<file path="config.mk">
export PLATFORM = sky130hd
export DESIGN_NAME = ip_route_lookup_mac_rewrite
export DESIGN_NICKNAME = d
export VERILOG_FILES = /design/src/sv/iprl_pkg.sv /design/src/sv/iprl_front.sv /design/src/sv/iprl_back.sv /design/src/sv/ip_route_lookup_mac_rewrite.sv
export SDC_FILE = /design/constraint.sdc
export NUM_CORES = 2
export LEC_CHECK = 0
export ABC_AREA = 0
export BUFFER_PORTS_ARGS = -buffer_cell sky130_fd_sc_hd__buf_2
export CORE_UTILIZATION = 60
export DETAILED_ROUTE_END_ITERATION = 16
export GPL_TIMING_DRIVEN = 0
export PLACE_DENSITY_LB_ADDON = 0.2
export SETUP_SLACK_MARGIN = 0.02
export SLEW_MARGIN = 20
export SYNTH_ARGS = -nofsm -noshare
export SYNTH_HDL_FRONTEND = slang
export SYNTH_HIERARCHICAL = 1
export SYNTH_MEMORY_MAX_BITS = 65536
export SYNTH_SLANG_ARGS = --single-unit
</file>
<file path="constraint.sdc">
create_clock -name clock -period 11.05 [get_ports clock]
set_input_delay 0.5525 -clock clock [delete_from_list [all_inputs] [get_ports clock]]
set_output_delay 0.5525 -clock clock [all_outputs]
set_load 0.02 [all_outputs]
</file>
<file path="src/sv/iprl_pkg.sv">
`timescale 1ns / 1ps
// ----------------------------------------------------------------------------
// iprl_pkg: shared types and constants of the route lookup engine
// Item layouts, queue entry, opcodes, status codes and default table sizes.
// ----------------------------------------------------------------------------
package iprl_pkg;

   // default table sizes
   localparam int DEF_ROUTE_ENTRIES    = 16;
   localparam int DEF_NEIGHBOR_ENTRIES = 16;
   localparam int DEF_PORT_COUNT       = 8;

   // depth of the queue between front and back
   localparam int QUEUE_DEPTH = 2;

   // header length rules
   localparam logic [3:0] HL_MASK          = 4'h0f;
   localparam int         MIN_HEADER_BYTES = 20;

   // item kinds
   localparam logic [1:0] KIND_FORWARD    = 2'd0;
   localparam logic [1:0] KIND_ROUTE_WR   = 2'd1;
   localparam logic [1:0] KIND_NEIGHBOR_WR = 2'd2;
   localparam logic [1:0] KIND_PORT_WR    = 2'd3;

   // result status codes
   localparam logic [2:0] STATUS_FORWARDED  = 3'd0;
   localparam logic [2:0] STATUS_SHORT      = 3'd1;
   localparam logic [2:0] STATUS_NO_ROUTE   = 3'd2;
   localparam logic [2:0] STATUS_UNRESOLVED = 3'd3;
   localparam logic [2:0] STATUS_WRITTEN    = 3'd4;

   // classified operation carried through the queue
   typedef enum logic [2:0] {
      OP_FORWARD,
      OP_SHORT,
      OP_ROUTE_WR,
      OP_NEIGHBOR_WR,
      OP_PORT_WR
   } op_type;

   // back-end sequencer states
   typedef enum logic [1:0] {
      ST_IDLE,
      ST_MATCH,
      ST_PICK,
      ST_READ
   } back_state_type;

   typedef struct packed {
      logic [1:0]  kind;
      logic [3:0]  entry_index;
      logic [31:0] ip_address;
      logic [31:0] net_mask;
      logic [31:0] next_hop;
      logic [2:0]  port;
      logic [47:0] mac_address;
      logic [3:0]  header_words;
   } req_type;

   typedef struct packed {
      logic [2:0]  status;
      logic [47:0] dest_mac;
      logic [47:0] src_mac;
      logic [2:0]  out_port;
      logic [3:0]  route_index;
   } rsp_type;

   typedef struct packed {
      op_type      op;
      logic [3:0]  entry_index;
      logic [31:0] ip_address;
      logic [31:0] net_mask;
      logic [31:0] next_hop;
      logic [2:0]  port;
      logic [47:0] mac_address;
   } work_type;

endpackage

</file>
<file path="src/sv/iprl_front.sv">
`timescale 1ns / 1ps
// ----------------------------------------------------------------------------
// iprl_front: accept and classify
// Takes request beats, sorts them into operations and holds them in a short
// queue that the back end drains.
// ----------------------------------------------------------------------------
module iprl_front (
   input  logic              clock,
   input  logic              reset,
   input  logic              start,
   output logic              busy,
   input  iprl_pkg::req_type req_item,
   input  logic              pop,
   output logic              work_valid,
   output iprl_pkg::work_type work_item
);
   import iprl_pkg::*;

   localparam int QPTR_W = (QUEUE_DEPTH > 1) ? $clog2(QUEUE_DEPTH) : 1;
   localparam int QCNT_W = $clog2(QUEUE_DEPTH + 1);

   work_type            queue_ff [QUEUE_DEPTH];
   logic [QPTR_W-1:0]   wr_ptr_ff, wr_ptr_in;
   logic [QPTR_W-1:0]   rd_ptr_ff, rd_ptr_in;
   logic [QCNT_W-1:0]   count_ff, count_in;
   logic                push;
   work_type            classified;
   logic [3:0]          header_len;

   // classify the incoming beat
   always_comb begin
      header_len             = req_item.header_words & HL_MASK;
      classified.entry_index = req_item.entry_index;
      classified.ip_address  = req_item.ip_address;
      classified.net_mask    = req_item.net_mask;
      classified.next_hop    = req_item.next_hop;
      classified.port        = req_item.port;
      classified.mac_address = req_item.mac_address;
      case (req_item.kind)
         KIND_ROUTE_WR:    classified.op = OP_ROUTE_WR;
         KIND_NEIGHBOR_WR: classified.op = OP_NEIGHBOR_WR;
         KIND_PORT_WR:     classified.op = OP_PORT_WR;
         default: begin
            if ({2'b00, header_len, 2'b00} < 8'(MIN_HEADER_BYTES)) begin
               classified.op = OP_SHORT;
            end else begin
               classified.op = OP_FORWARD;
            end
         end
      endcase
   end

   // queue pointers and fill level
   assign busy       = (count_ff == QCNT_W'(QUEUE_DEPTH));
   assign push       = start && !busy;
   assign work_valid = (count_ff != '0);
   assign work_item  = queue_ff[rd_ptr_ff];

   always_comb begin
      wr_ptr_in = wr_ptr_ff;
      rd_ptr_in = rd_ptr_ff;
      count_in  = count_ff;
      if (push) begin
         wr_ptr_in = (wr_ptr_ff == QPTR_W'(QUEUE_DEPTH - 1)) ? '0 : wr_ptr_ff + 1'b1;
      end
      if (pop) begin
         rd_ptr_in = (rd_ptr_ff == QPTR_W'(QUEUE_DEPTH - 1)) ? '0 : rd_ptr_ff + 1'b1;
      end
      if (push && !pop) begin
         count_in = count_ff + 1'b1;
      end else if (pop && !push) begin
         count_in = count_ff - 1'b1;
      end
   end

   always_ff @(posedge clock) begin
      if (reset) begin
         wr_ptr_ff <= '0;
         rd_ptr_ff <= '0;
         count_ff  <= '0;
      end else begin
         wr_ptr_ff <= wr_ptr_in;
         rd_ptr_ff <= rd_ptr_in;
         count_ff  <= count_in;
      end
   end

   // queue storage
   always_ff @(posedge clock) begin
      if (push) begin
         queue_ff[wr_ptr_ff] <= classified;
      end
   end

   // queue never overfills
   assert property (@(posedge clock) disable iff (reset)
      count_ff <= QCNT_W'(QUEUE_DEPTH))
      else $error("queue fill level beyond depth");

   // back end only drains a queue that holds something
   assert property (@(posedge clock) disable iff (reset)
      pop |-> count_ff != '0)
      else $error("pop from empty queue");

endmodule

</file>
<file path="src/sv/iprl_back.sv">
`timescale 1ns / 1ps
// ----------------------------------------------------------------------------
// iprl_back: table update and lookup sequencer
// Applies table writes, and runs a packet through match, priority pick and
// entry read, producing one registered response beat per operation.
// ----------------------------------------------------------------------------
module iprl_back #(
   parameter int ROUTE_ENTRIES    = iprl_pkg::DEF_ROUTE_ENTRIES,
   parameter int NEIGHBOR_ENTRIES = iprl_pkg::DEF_NEIGHBOR_ENTRIES,
   parameter int PORT_COUNT       = iprl_pkg::DEF_PORT_COUNT
) (
   input  logic               clock,
   input  logic               reset,
   input  logic               work_valid,
   input  iprl_pkg::work_type work_item,
   output logic               pop,
   output logic               rsp_strobe,
   output iprl_pkg::rsp_type  rsp_item
);
   import iprl_pkg::*;

   localparam int RIDX_W = (ROUTE_ENTRIES > 1) ? $clog2(ROUTE_ENTRIES) : 1;
   localparam int NIDX_W = (NEIGHBOR_ENTRIES > 1) ? $clog2(NEIGHBOR_ENTRIES) : 1;
   localparam int PIDX_W = (PORT_COUNT > 1) ? $clog2(PORT_COUNT) : 1;

   // route table
   logic [31:0]              rt_network_ff [ROUTE_ENTRIES];
   logic [31:0]              rt_mask_ff    [ROUTE_ENTRIES];
   logic [31:0]              rt_gateway_ff [ROUTE_ENTRIES];
   logic [2:0]               rt_port_ff    [ROUTE_ENTRIES];
   logic [47:0]              rt_gw_mac_ff  [ROUTE_ENTRIES];
   logic [ROUTE_ENTRIES-1:0] rt_valid_ff;

   // neighbor cache
   logic [31:0]                 nb_ip_ff  [NEIGHBOR_ENTRIES];
   logic [47:0]                 nb_mac_ff [NEIGHBOR_ENTRIES];
   logic [NEIGHBOR_ENTRIES-1:0] nb_valid_ff;

   // port addresses
   logic [47:0] pm_mac_ff [PORT_COUNT];

   // sequencer and lookup registers
   back_state_type              state_ff, state_in;
   logic [31:0]                 dst_ff, dst_in;
   logic [ROUTE_ENTRIES-1:0]    rt_hit_ff, rt_hit_in;
   logic [NEIGHBOR_ENTRIES-1:0] nb_hit_ff, nb_hit_in;
   logic [RIDX_W-1:0]           r_idx_ff, r_idx_in;
   logic                        r_found_ff, r_found_in;
   logic [NIDX_W-1:0]           n_idx_ff, n_idx_in;
   logic                        n_found_ff, n_found_in;
   logic                        strobe_ff, strobe_in;
   rsp_type                     rsp_ff, rsp_in;

   // write decode
   logic                rt_we, nb_we, pm_we;
   logic [RIDX_W+3:0]   rt_slot_ext;
   logic [NIDX_W+3:0]   nb_slot_ext;
   logic [PIDX_W+2:0]   pm_slot_ext;
   logic [RIDX_W-1:0]   rt_slot;
   logic [NIDX_W-1:0]   nb_slot;
   logic [PIDX_W-1:0]   pm_slot;

   // read side of the selected route
   logic [2:0]          sel_port;
   logic [PIDX_W+2:0]   sel_port_ext;
   logic [47:0]         sel_src_mac;
   logic [RIDX_W+3:0]   r_idx_ext;

   assign rt_slot_ext = {{RIDX_W{1'b0}}, work_item.entry_index};
   assign nb_slot_ext = {{NIDX_W{1'b0}}, work_item.entry_index};
   assign pm_slot_ext = {{PIDX_W{1'b0}}, work_item.port};
   assign rt_slot     = rt_slot_ext[RIDX_W-1:0];
   assign nb_slot     = nb_slot_ext[NIDX_W-1:0];
   assign pm_slot     = pm_slot_ext[PIDX_W-1:0];

   // matched route fields and its egress port address
   always_comb begin
      sel_port     = rt_port_ff[r_idx_ff];
      sel_port_ext = {{PIDX_W{1'b0}}, sel_port};
      if (32'(sel_port) < PORT_COUNT) begin
         sel_src_mac = pm_mac_ff[sel_port_ext[PIDX_W-1:0]];
      end else begin
         sel_src_mac = '0;
      end
      r_idx_ext = {4'b0000, r_idx_ff};
   end

   // sequencer: next state, table writes and response
   always_comb begin
      state_in   = state_ff;
      dst_in     = dst_ff;
      rt_hit_in  = rt_hit_ff;
      nb_hit_in  = nb_hit_ff;
      r_idx_in   = r_idx_ff;
      r_found_in = r_found_ff;
      n_idx_in   = n_idx_ff;
      n_found_in = n_found_ff;
      strobe_in  = 1'b0;
      rsp_in     = '0;
      pop        = 1'b0;
      rt_we      = 1'b0;
      nb_we      = 1'b0;
      pm_we      = 1'b0;
      case (state_ff)
         ST_IDLE: begin
            if (work_valid) begin
               pop       = 1'b1;
               strobe_in = 1'b1;
               case (work_item.op)
                  OP_FORWARD: begin
                     strobe_in = 1'b0;
                     dst_in    = work_item.ip_address;
                     state_in  = ST_MATCH;
                  end
                  OP_SHORT: begin
                     rsp_in.status = STATUS_SHORT;
                  end
                  OP_ROUTE_WR: begin
                     rt_we         = (32'(work_item.entry_index) < ROUTE_ENTRIES);
                     rsp_in.status = STATUS_WRITTEN;
                  end
                  OP_NEIGHBOR_WR: begin
                     nb_we         = (32'(work_item.entry_index) < NEIGHBOR_ENTRIES);
                     rsp_in.status = STATUS_WRITTEN;
                  end
                  OP_PORT_WR: begin
                     pm_we         = (32'(work_item.port) < PORT_COUNT);
                     rsp_in.status = STATUS_WRITTEN;
                  end
                  default: begin
                     rsp_in.status = STATUS_WRITTEN;
                  end
               endcase
            end
         end
         // compare every entry against the destination
         ST_MATCH: begin
            for (int i = 0; i < ROUTE_ENTRIES; i++) begin
               rt_hit_in[i] = rt_valid_ff[i] && ((dst_ff & rt_mask_ff[i]) == rt_network_ff[i]);
            end
            for (int j = 0; j < NEIGHBOR_ENTRIES; j++) begin
               nb_hit_in[j] = nb_valid_ff[j] && (nb_ip_ff[j] == dst_ff);
            end
            state_in = ST_PICK;
         end
         // lowest-numbered hit wins
         ST_PICK: begin
            r_found_in = 1'b0;
            r_idx_in   = '0;
            for (int i = ROUTE_ENTRIES - 1; i >= 0; i--) begin
               if (rt_hit_ff[i]) begin
                  r_found_in = 1'b1;
                  r_idx_in   = RIDX_W'(i);
               end
            end
            n_found_in = 1'b0;
            n_idx_in   = '0;
            for (int j = NEIGHBOR_ENTRIES - 1; j >= 0; j--) begin
               if (nb_hit_ff[j]) begin
                  n_found_in = 1'b1;
                  n_idx_in   = NIDX_W'(j);
               end
            end
            state_in = ST_READ;
         end
         // read the chosen entries and form the response
         ST_READ: begin
            strobe_in = 1'b1;
            state_in  = ST_IDLE;
            if (!r_found_ff) begin
               rsp_in.status = STATUS_NO_ROUTE;
            end else begin
               rsp_in.src_mac     = sel_src_mac;
               rsp_in.out_port    = sel_port;
               rsp_in.route_index = r_idx_ext[3:0];
               if (rt_gateway_ff[r_idx_ff] != '0) begin
                  rsp_in.status   = STATUS_FORWARDED;
                  rsp_in.dest_mac = rt_gw_mac_ff[r_idx_ff];
               end else if (n_found_ff) begin
                  rsp_in.status   = STATUS_FORWARDED;
                  rsp_in.dest_mac = nb_mac_ff[n_idx_ff];
               end else begin
                  rsp_in.status   = STATUS_UNRESOLVED;
               end
            end
         end
         default: begin
            state_in = ST_IDLE;
         end
      endcase
   end

   // control state, valid bits and port addresses
   always_ff @(posedge clock) begin
      if (reset) begin
         state_ff    <= ST_IDLE;
         strobe_ff   <= 1'b0;
         rt_valid_ff <= '0;
         nb_valid_ff <= '0;
         for (int k = 0; k < PORT_COUNT; k++) begin
            pm_mac_ff[k] <= '0;
         end
      end else begin
         state_ff  <= state_in;
         strobe_ff <= strobe_in;
         if (rt_we) begin
            rt_valid_ff[rt_slot] <= 1'b1;
         end
         if (nb_we) begin
            nb_valid_ff[nb_slot] <= 1'b1;
         end
         if (pm_we) begin
            pm_mac_ff[pm_slot] <= work_item.mac_address;
         end
      end
   end

   // table payload and lookup pipeline registers
   always_ff @(posedge clock) begin
      dst_ff     <= dst_in;
      rt_hit_ff  <= rt_hit_in;
      nb_hit_ff  <= nb_hit_in;
      r_idx_ff   <= r_idx_in;
      r_found_ff <= r_found_in;
      n_idx_ff   <= n_idx_in;
      n_found_ff <= n_found_in;
      rsp_ff     <= rsp_in;
      if (rt_we) begin
         rt_network_ff[rt_slot] <= work_item.ip_address;
         rt_mask_ff[rt_slot]    <= work_item.net_mask;
         rt_gateway_ff[rt_slot] <= work_item.next_hop;
         rt_port_ff[rt_slot]    <= work_item.port;
         rt_gw_mac_ff[rt_slot]  <= work_item.mac_address;
      end
      if (nb_we) begin
         nb_ip_ff[nb_slot]  <= work_item.ip_address;
         nb_mac_ff[nb_slot] <= work_item.mac_address;
      end
   end

   assign rsp_strobe = strobe_ff;
   assign rsp_item   = rsp_ff;

   // a response beat follows only a direct operation or the read step
   assert property (@(posedge clock) disable iff (reset)
      strobe_ff |-> ($past(state_ff) == ST_IDLE || $past(state_ff) == ST_READ))
      else $error("response beat out of sequence");

   // a lookup always proceeds from match to pick
   assert property (@(posedge clock) disable iff (reset)
      state_ff == ST_MATCH |=> state_ff == ST_PICK)
      else $error("match step not followed by pick");

   // a missed route carries no addresses
   assert property (@(posedge clock) disable iff (reset)
      (strobe_ff && rsp_ff.status == STATUS_NO_ROUTE) |->
         (rsp_ff.dest_mac == '0 && rsp_ff.src_mac == '0 && rsp_ff.out_port == '0))
      else $error("no-route response with nonzero fields");

endmodule

</file>
<file path="src/sv/ip_route_lookup_mac_rewrite.sv">
`timescale 1ns / 1ps
// ----------------------------------------------------------------------------
// ip_route_lookup_mac_rewrite: IPv4 forwarding decision engine
// Route table, neighbor cache and port addresses with first-match lookup and
// frame address rewrite.
// ----------------------------------------------------------------------------
// A request beat is taken when start is high and busy is low; it goes into a
// two-deep queue, and busy is high only while that queue is full. Each beat
// produces exactly one response, shown for one cycle with rsp_strobe, in
// request order; the receiver cannot stall it. Table writes and short headers
// are answered from the back end's idle state, so their response passes only
// through the queue and the response register. A packet lookup steps through
// match, priority pick and entry read before its response is registered, and
// the back end pops no further beat until the read step is done; that sequence
// sets the sustained rate. Route and neighbor valid bits clear and port
// addresses read zero straight out of reset, with no clearing pass.
module ip_route_lookup_mac_rewrite #(
   parameter int ROUTE_ENTRIES    = iprl_pkg::DEF_ROUTE_ENTRIES,
   parameter int NEIGHBOR_ENTRIES = iprl_pkg::DEF_NEIGHBOR_ENTRIES,
   parameter int PORT_COUNT       = iprl_pkg::DEF_PORT_COUNT
) (
   input  logic              clock,
   input  logic              reset,
   input  logic              start,
   output logic              busy,
   input  iprl_pkg::req_type req_item,
   output logic              rsp_strobe,
   output iprl_pkg::rsp_type rsp_item
);
   import iprl_pkg::*;

   logic     work_valid;
   logic     pop;
   work_type work_item;

   // accept and classify
   iprl_front u_front (
      .clock      (clock),
      .reset      (reset),
      .start      (start),
      .busy       (busy),
      .req_item   (req_item),
      .pop        (pop),
      .work_valid (work_valid),
      .work_item  (work_item)
   );

   // tables and lookup
   iprl_back #(
      .ROUTE_ENTRIES    (ROUTE_ENTRIES),
      .NEIGHBOR_ENTRIES (NEIGHBOR_ENTRIES),
      .PORT_COUNT       (PORT_COUNT)
   ) u_back (
      .clock      (clock),
      .reset      (reset),
      .work_valid (work_valid),
      .work_item  (work_item),
      .pop        (pop),
      .rsp_strobe (rsp_strobe),
      .rsp_item   (rsp_item)
   );

endmodule

</file>
After elaboration in Yosys (flattened, before gate mapping)
Memories as Yosys holds them, arrays and structs flattened. A register that Yosys moved wholly into a read port is not among the register bits.
Cells that the tools add are included.

word-level totals
  word-level logic and storage cells = 240
  bits in writable memories = 4324
  input bits = 160
  memories = 9
  output and inout bits = 108
  register bits = 171

operators by class
  bitwise gates (word level) = 18
  multiplexer cells = 80
  reductions and logical operators = 57
  eq/ne operators = 45
  magnitude comparators = 3
  add/sub/neg operators = 4

memories
  memory                depth  width  rd ports  clocked after Yosys merged registers in  wr ports  line             RTL
  u_back.nb_mac_ff      16     48     1         0                                        1         iprl_back.sv:36  logic [47:0] nb_mac_ff [NEIGHBOR_ENTRIES];
  u_back.rt_gw_mac_ff   16     48     1         0                                        1         iprl_back.sv:31  logic [47:0] rt_gw_mac_ff [ROUTE_ENTRIES];
  u_back.nb_ip_ff       16     32     16        0                                        1         iprl_back.sv:35  logic [31:0] nb_ip_ff [NEIGHBOR_ENTRIES];
  u_back.rt_gateway_ff  16     32     1         0                                        1         iprl_back.sv:29  logic [31:0] rt_gateway_ff [ROUTE_ENTRIES];
  u_back.rt_mask_ff     16     32     16        0                                        1         iprl_back.sv:28  logic [31:0] rt_mask_ff [ROUTE_ENTRIES];
  u_back.rt_network_ff  16     32     16        0                                        1         iprl_back.sv:27  logic [31:0] rt_network_ff [ROUTE_ENTRIES];
  +3 memories           --     --     --        --                                       --        --

operators by type and width
  cell                                                         count
  equality test 32 bit                                         32
  bitwise AND 32 bit                                           16
  2-to-1 mux 48 bit                                            2
  2-to-1 mux 4 bit                                             16
  2-to-1 mux 50 bit                                            1
  OR reduction 48 bit                                          1
  logical AND 1 bit                                            36
  2-to-1 mux 1 bit                                             35
  2-to-1 mux 3 bit                                             11
  bitwise OR 16 bit                                            2
  nonzero test 32 bit                                          1
  OR reduction 15 bit                                          2
  2-to-1 mux 2 bit                                             9
  OR reduction 8 bit                                           2
  one-hot mux 3 bit (2 select lines)                           2
  equality test 2 bit (second input constant)                  5
  one-hot mux 3 bit (3 select lines)                           1
  one-hot mux 2 bit (4 select lines)                           1
  OR reduction 4 bit                                           2
  equality test 3 x 2 -> 1 bit (second input constant)         2
  less-than comparator 6 x 5 -> 1 bit (second input constant)  1
  less-than comparator 4 x 5 -> 1 bit (second input constant)  1
  demux 1 bit (select 4 bit)                                   1
  equality test 2 x 1 -> 1 bit (second input constant)         2
  16 further kinds                                             23

Longest topological paths before layout
  depth after elaboration = 15
  gate-level depth with buffers = 12
  depth with buffers taken out = 10

Modules after synthesis
The synthesis kept the hierarchy.

modules (own cells, without submodules)
  module      area each (sq um)  times used  cells each  sequential area each (sq um)
  iprl_back   159938.4           1           8087        125640.5
  iprl_front  11626.2            1           513         9349.0

Worst setup path before layout
No wires, ideal clock.

  kind = reg-to-reg
  start point = reg (tool-made name)
  end point = mem u_back.rt_gateway_ff[11][0] (enable)
  buffers on the path = 2
  cell stages (with the launch flop) = 8
  library setup time = 657 ps
  period minus slack after synthesis = 8450 ps
  data required time = 10393 ps
  data arrival time = 7793 ps
  path slack = 2600 ps
  cell sequence = dfxtp_1 -> buf_6 -> buf_2 -> mux2_2 -> nand2b_1 -> nor3_1 -> nand3_1 -> nor2_1

RTL lines
  what           line
  end, declared  iprl_back.sv:29

==> results.txt <==
- The run finished with clean final reports.
- Synthesized net count: 8768
- Count of final setup violators: 0
- Via count of the first global-routing pass: 88820
- Static timing analysis puts the maximum clock frequency at 184.2 MHz.
* Starting density of the core: 0.6057
- Pins Over Slew Limit: 0
- Number of buffers added by the clock tree synthesis step: 439
- Leaving out filler cells and counting taps, the final layout contains 13810.
* First-pass GRT wire length: 658500 um
* Maximum buffer depth of the clock tree: 4
* Initial antenna violation count: 36
* Proportion of power drawn by the clock network: 0.360
- Layout Area Growth over Synthesis: 15.92%
- Of the synthesized area, sequential elements account for 0.7868.
* Clock tree from TritonCTS: yes
- Buffers added to address setup during post-CTS repair amount to 0.
* DRC: 0
- The top cell types in the final layout, fill and taps aside, are sky130_fd_sc_hd__edfxtp_1 (4398), sky130_fd_sc_hd__xnor2_1 (888), sky130_fd_sc_hd__nand2_1 (638).
- # hold bufs at CTS: 153
- At the worst endpoint, the arrival time is 6.07 ns.
- Worst supply voltage drop on vdd: 0.2052 mV
- After clock tree synthesis, the clock-pin slew on the worst setup and hold paths is 0.06 ns.
- The critical path is of the flop to flop type.
* Most frequent standard cell in the layout excluding fill and tap cells: sky130_fd_sc_hd__edfxtp_1
- Routed via count: 89740
- At the end of the flow, the number of nets in the layout was 9850.
- Number of synthesized register bits: 4544
- # fillers: 16660
* Fraction of the cycle the final worst path needs: 0.4914
* Final critical path time including I/O delays and setup: 5.430 ns
- Setup repair after global routing left no endpoint under its margin.
- Pin count of the biggest net entering global routing: 89
- In this run the static leakage power is 64.45 nW.
* Overall die height: 536.7 um
* Gate count of the mapped netlist: 8600
* Combined global-route utilization of all metal layers: 0.3318
* Total grt overflow: 0
* Post-synth EDFFs: 4398
* Via/cell ratio: 6.498
- sky130_fd_sc_hd__edfxtp_1 takes more of the synthesized area than any other cell.
- In this run the cell area of the synthesized design comes to 0.1716 mm2.
- CTS H-tree lvls: 5
* Detail-routed net length per standard cell: 34.50 um
- Die area: 0.2881 mm2
- Initial DRC Count: 12410
* Logic pwr share: 0.133
- In this run the core area contains 195 standard-cell rows.
- Cell internal power was estimated by the tool at 0.03031 W.
- Of the total power, the share spent switching nets is 0.2596.
* Dominant cells by area after synthesis: sky130_fd_sc_hd__edfxtp_1 (77%), sky130_fd_sc_hd__mux4_2 (7.4%), sky130_fd_sc_hd__xnor2_1 (4.5%), sky130_fd_sc_hd__dfxtp_1 (1.7%), sky130_fd_sc_hd__and2_1 (1.4%)
- Count of clock tree sinks: 4544
- On the final layout, the worst clock skew is 0.07383 ns.
- Ys Warns: 6
* Switching power of the nets: 0.01063 W
- After synthesis, the share of flip-flops with an asynchronous set or reset is 0.
- Max cap viols: 0
* Detailed placement HPWL: 296700 um
- Resized cells post-CTS: 0
- Max FO, Critical Path: 27
- At the end of routability-driven placement, the weighted congestion stood at 0.8632.
- Area post-placement: 0.1831 mm2
* Required arrival time at the worst endpoint: 11.69 ns
- STA classifies the critical path endpoint as a flop.
- Share of layout cells above drive strength 1: 0.2081
* Remaining max-slew budget at the tightest pin: 0.1244
- Post-detailed-route count of antenna-violating nets: 0
* WL final: 476500 um
- Dividing total power by cell area gives a power density of 205.9 mW/mm2.
- Min-Delay Path Class: primary input to flop
- In this run, distinct cell masters in the synthesized netlist total 56.
- The share of synthesized area in the top cell type comes to 0.7698.
- Final Hold Violating Endpoints: 0
- Number of iterations in the first detailed-routing pass: 6
* Flop pwr share: 0.506
* Worst Setup Start Kind: flop
- Overall power of the completed layout: 0.04094 W
- In this run the count of I/O pins placed on the die edge is 268.
- Die X-Extent: 536.7 um
* Slew at the pin closest to its max-slew limit: 1.301 ns
* Clock tree root buffer cell: sky130_fd_sc_hd__clkbuf_16
- Clock network latency to the later pin of the worst-skew pair: 0.99 ns
* Number of cells in the design after placement: 12830
- The finished cells cover 0.1989 mm2.
* Buffers added on ports: 267
* Core Box Area: 0.2833 mm2
- Primary FF master, synth: sky130_fd_sc_hd__edfxtp_1
* Synth Area per Inst: 19.95 um2
## logic make-up (layout without fill, tap and decap cells)
family | count (synthesis) | in the layout | synth area share
muxes | 802 | 802 | 0.09331
adders and majority gates | 8 | 8 | 0.0005835
other | 0 | 17 | 0
buffers and inverters | 371 | 1822 | 0.01014
AOI/OAI and AO/OA | 116 | 116 | 0.005484
xor gates and xnor gates | 1015 | 1015 | 0.05182
and+or+nand+nor | 1744 | 1744 | 0.05185
DFF | 4544 | 4544 | 0.7868
## state kept, by name (all words and copies together) (netlist names), 4 cells and up, named ones only
name	count
u_back/rt_port_ff	48
u_back/rt_valid_ff	16
u_back/nb_mac_ff	768
u_back/dst_ff	32
u_back/rt_hit_ff	16
u_back/rt_gateway_ff	512
u_back/rt_mask_ff	512
u_back/pm_mac_ff	384
u_back/nb_hit_ff	16
u_back/rt_network_ff	512
u_back/nb_valid_ff	16
u_back/n_idx_ff	4
u_back/nb_ip_ff	512
u_front/queue_ff	308
u_back/rt_gw_mac_ff	768
u_back/rsp_item	106
u_back/r_idx_ff	4
## power groups by stage
stage	combinational (W)	clock [W]	sequential [W]
after global routing	0.00549	0.0155	0.0208
after detailed placement	0.00525	0	0.0211
after global placement	0.00490	0	0.0212
after floorplan	0.00256	0	0.0211
final	0.00546	0.0148	0.0207
after CTS	0.00532	0.0148	0.0207
## final cells by class
cell class	count	area, um2	share of cell area
Clock inverter	241	2247	0.01130
Antenna cell	17	42.54	0.0002139
Tap cell	3743	4683	0.02355
Inverter	18	75.07	0.0003775
Clock buffer	569	11930	0.05997
Timing Repair Buffer	641	7881	0.03963
Buffer	353	1773	0.008914
Sequential cell	4544	135000	0.6787
Multi-Input combinational cell	3685	35270	0.1773
## worst paths after layout
kind,from,end,slack (ns),cells after the start
setup reg to reg,flop,u_back/pm_mac_ff[1][17]$_SDFFCE_PN0P_,5.62,10
setup / recovery,flop,u_back/pm_mac_ff[1][17]$_SDFFCE_PN0P_,5.62,10
hold reg to reg,u_back/nb_valid_ff[6]$_SDFFE_PP0P_,u_back/nb_valid_ff[6]$_SDFFE_PP0P_,0.47,2
hold / removal,req_item[2],u_front/queue_ff[1][151]$_DFFE_PP_,0.11,4
## stage by stage
step / hold WS [ns] / worst slack (ns) / utilization / setup TNS, ns
after floorplan: 0.4337 / 2.600 / - / 0
final: 0.1055 / 5.620 / 0.7021 / 0
after detailed placement: 0.4588 / 5.910 / 0.6464 / 0
after global placement: 0.4482 / -4.310 / 0.6269 / -8992.17
after global routing: 0.1054 / 5.532 / 0.7020 / 0
after CTS: 0.03892 / 5.842 / 0.7018 / 0
## layer usage
| metal | vias to the layer above | wire, um | part of all wire | track usage |
|---|---|---|---|---|
| met5 | - | 9 | 0.000019 | 0 |
| met4 | 2 | 30290 | 0.064 | 0.1779 |
| met3 | 1314 | 50790 | 0.11 | 0.05000 |
| met2 | 6116 | 232100 | 0.49 | 0.5473 |
| met1 | 46370 | 163300 | 0.34 | 0.4306 |
| li1 | 35940 | - | - | - |
## worst max-delay path, cell delays in order (launching register included)
cell,delay (ns)
sky130_fd_sc_hd__dfxtp_1,0.33
sky130_fd_sc_hd__buf_6,0.36
sky130_fd_sc_hd__buf_2,0.62
sky130_fd_sc_hd__mux2_2,0.45
sky130_fd_sc_hd__nand2b_1,0.16
sky130_fd_sc_hd__nor4_2,0.76
sky130_fd_sc_hd__nand2_1,0.25
sky130_fd_sc_hd__nor3_1,0.75
sky130_fd_sc_hd__clkbuf_1,0.53
sky130_fd_sc_hd__or2_4,0.53
sky130_fd_sc_hd__buf_12,0.28
## Yosys cell counts (all sizes together), types with 11 or more instances
cell / instances
a21oi: 12
a22o: 50
and2: 389
buf: 152
clkbuf: 201
dfxtp: 146
edfxtp: 4398
inv: 18
mux2: 157
mux2i: 51
mux4: 594
nand2: 638
nand3: 58
nand4: 164
nor2: 125
nor3: 52
nor4: 264
o21ai: 11
xnor2: 888
xor2: 127
Power figures use the tool's default switching activity.
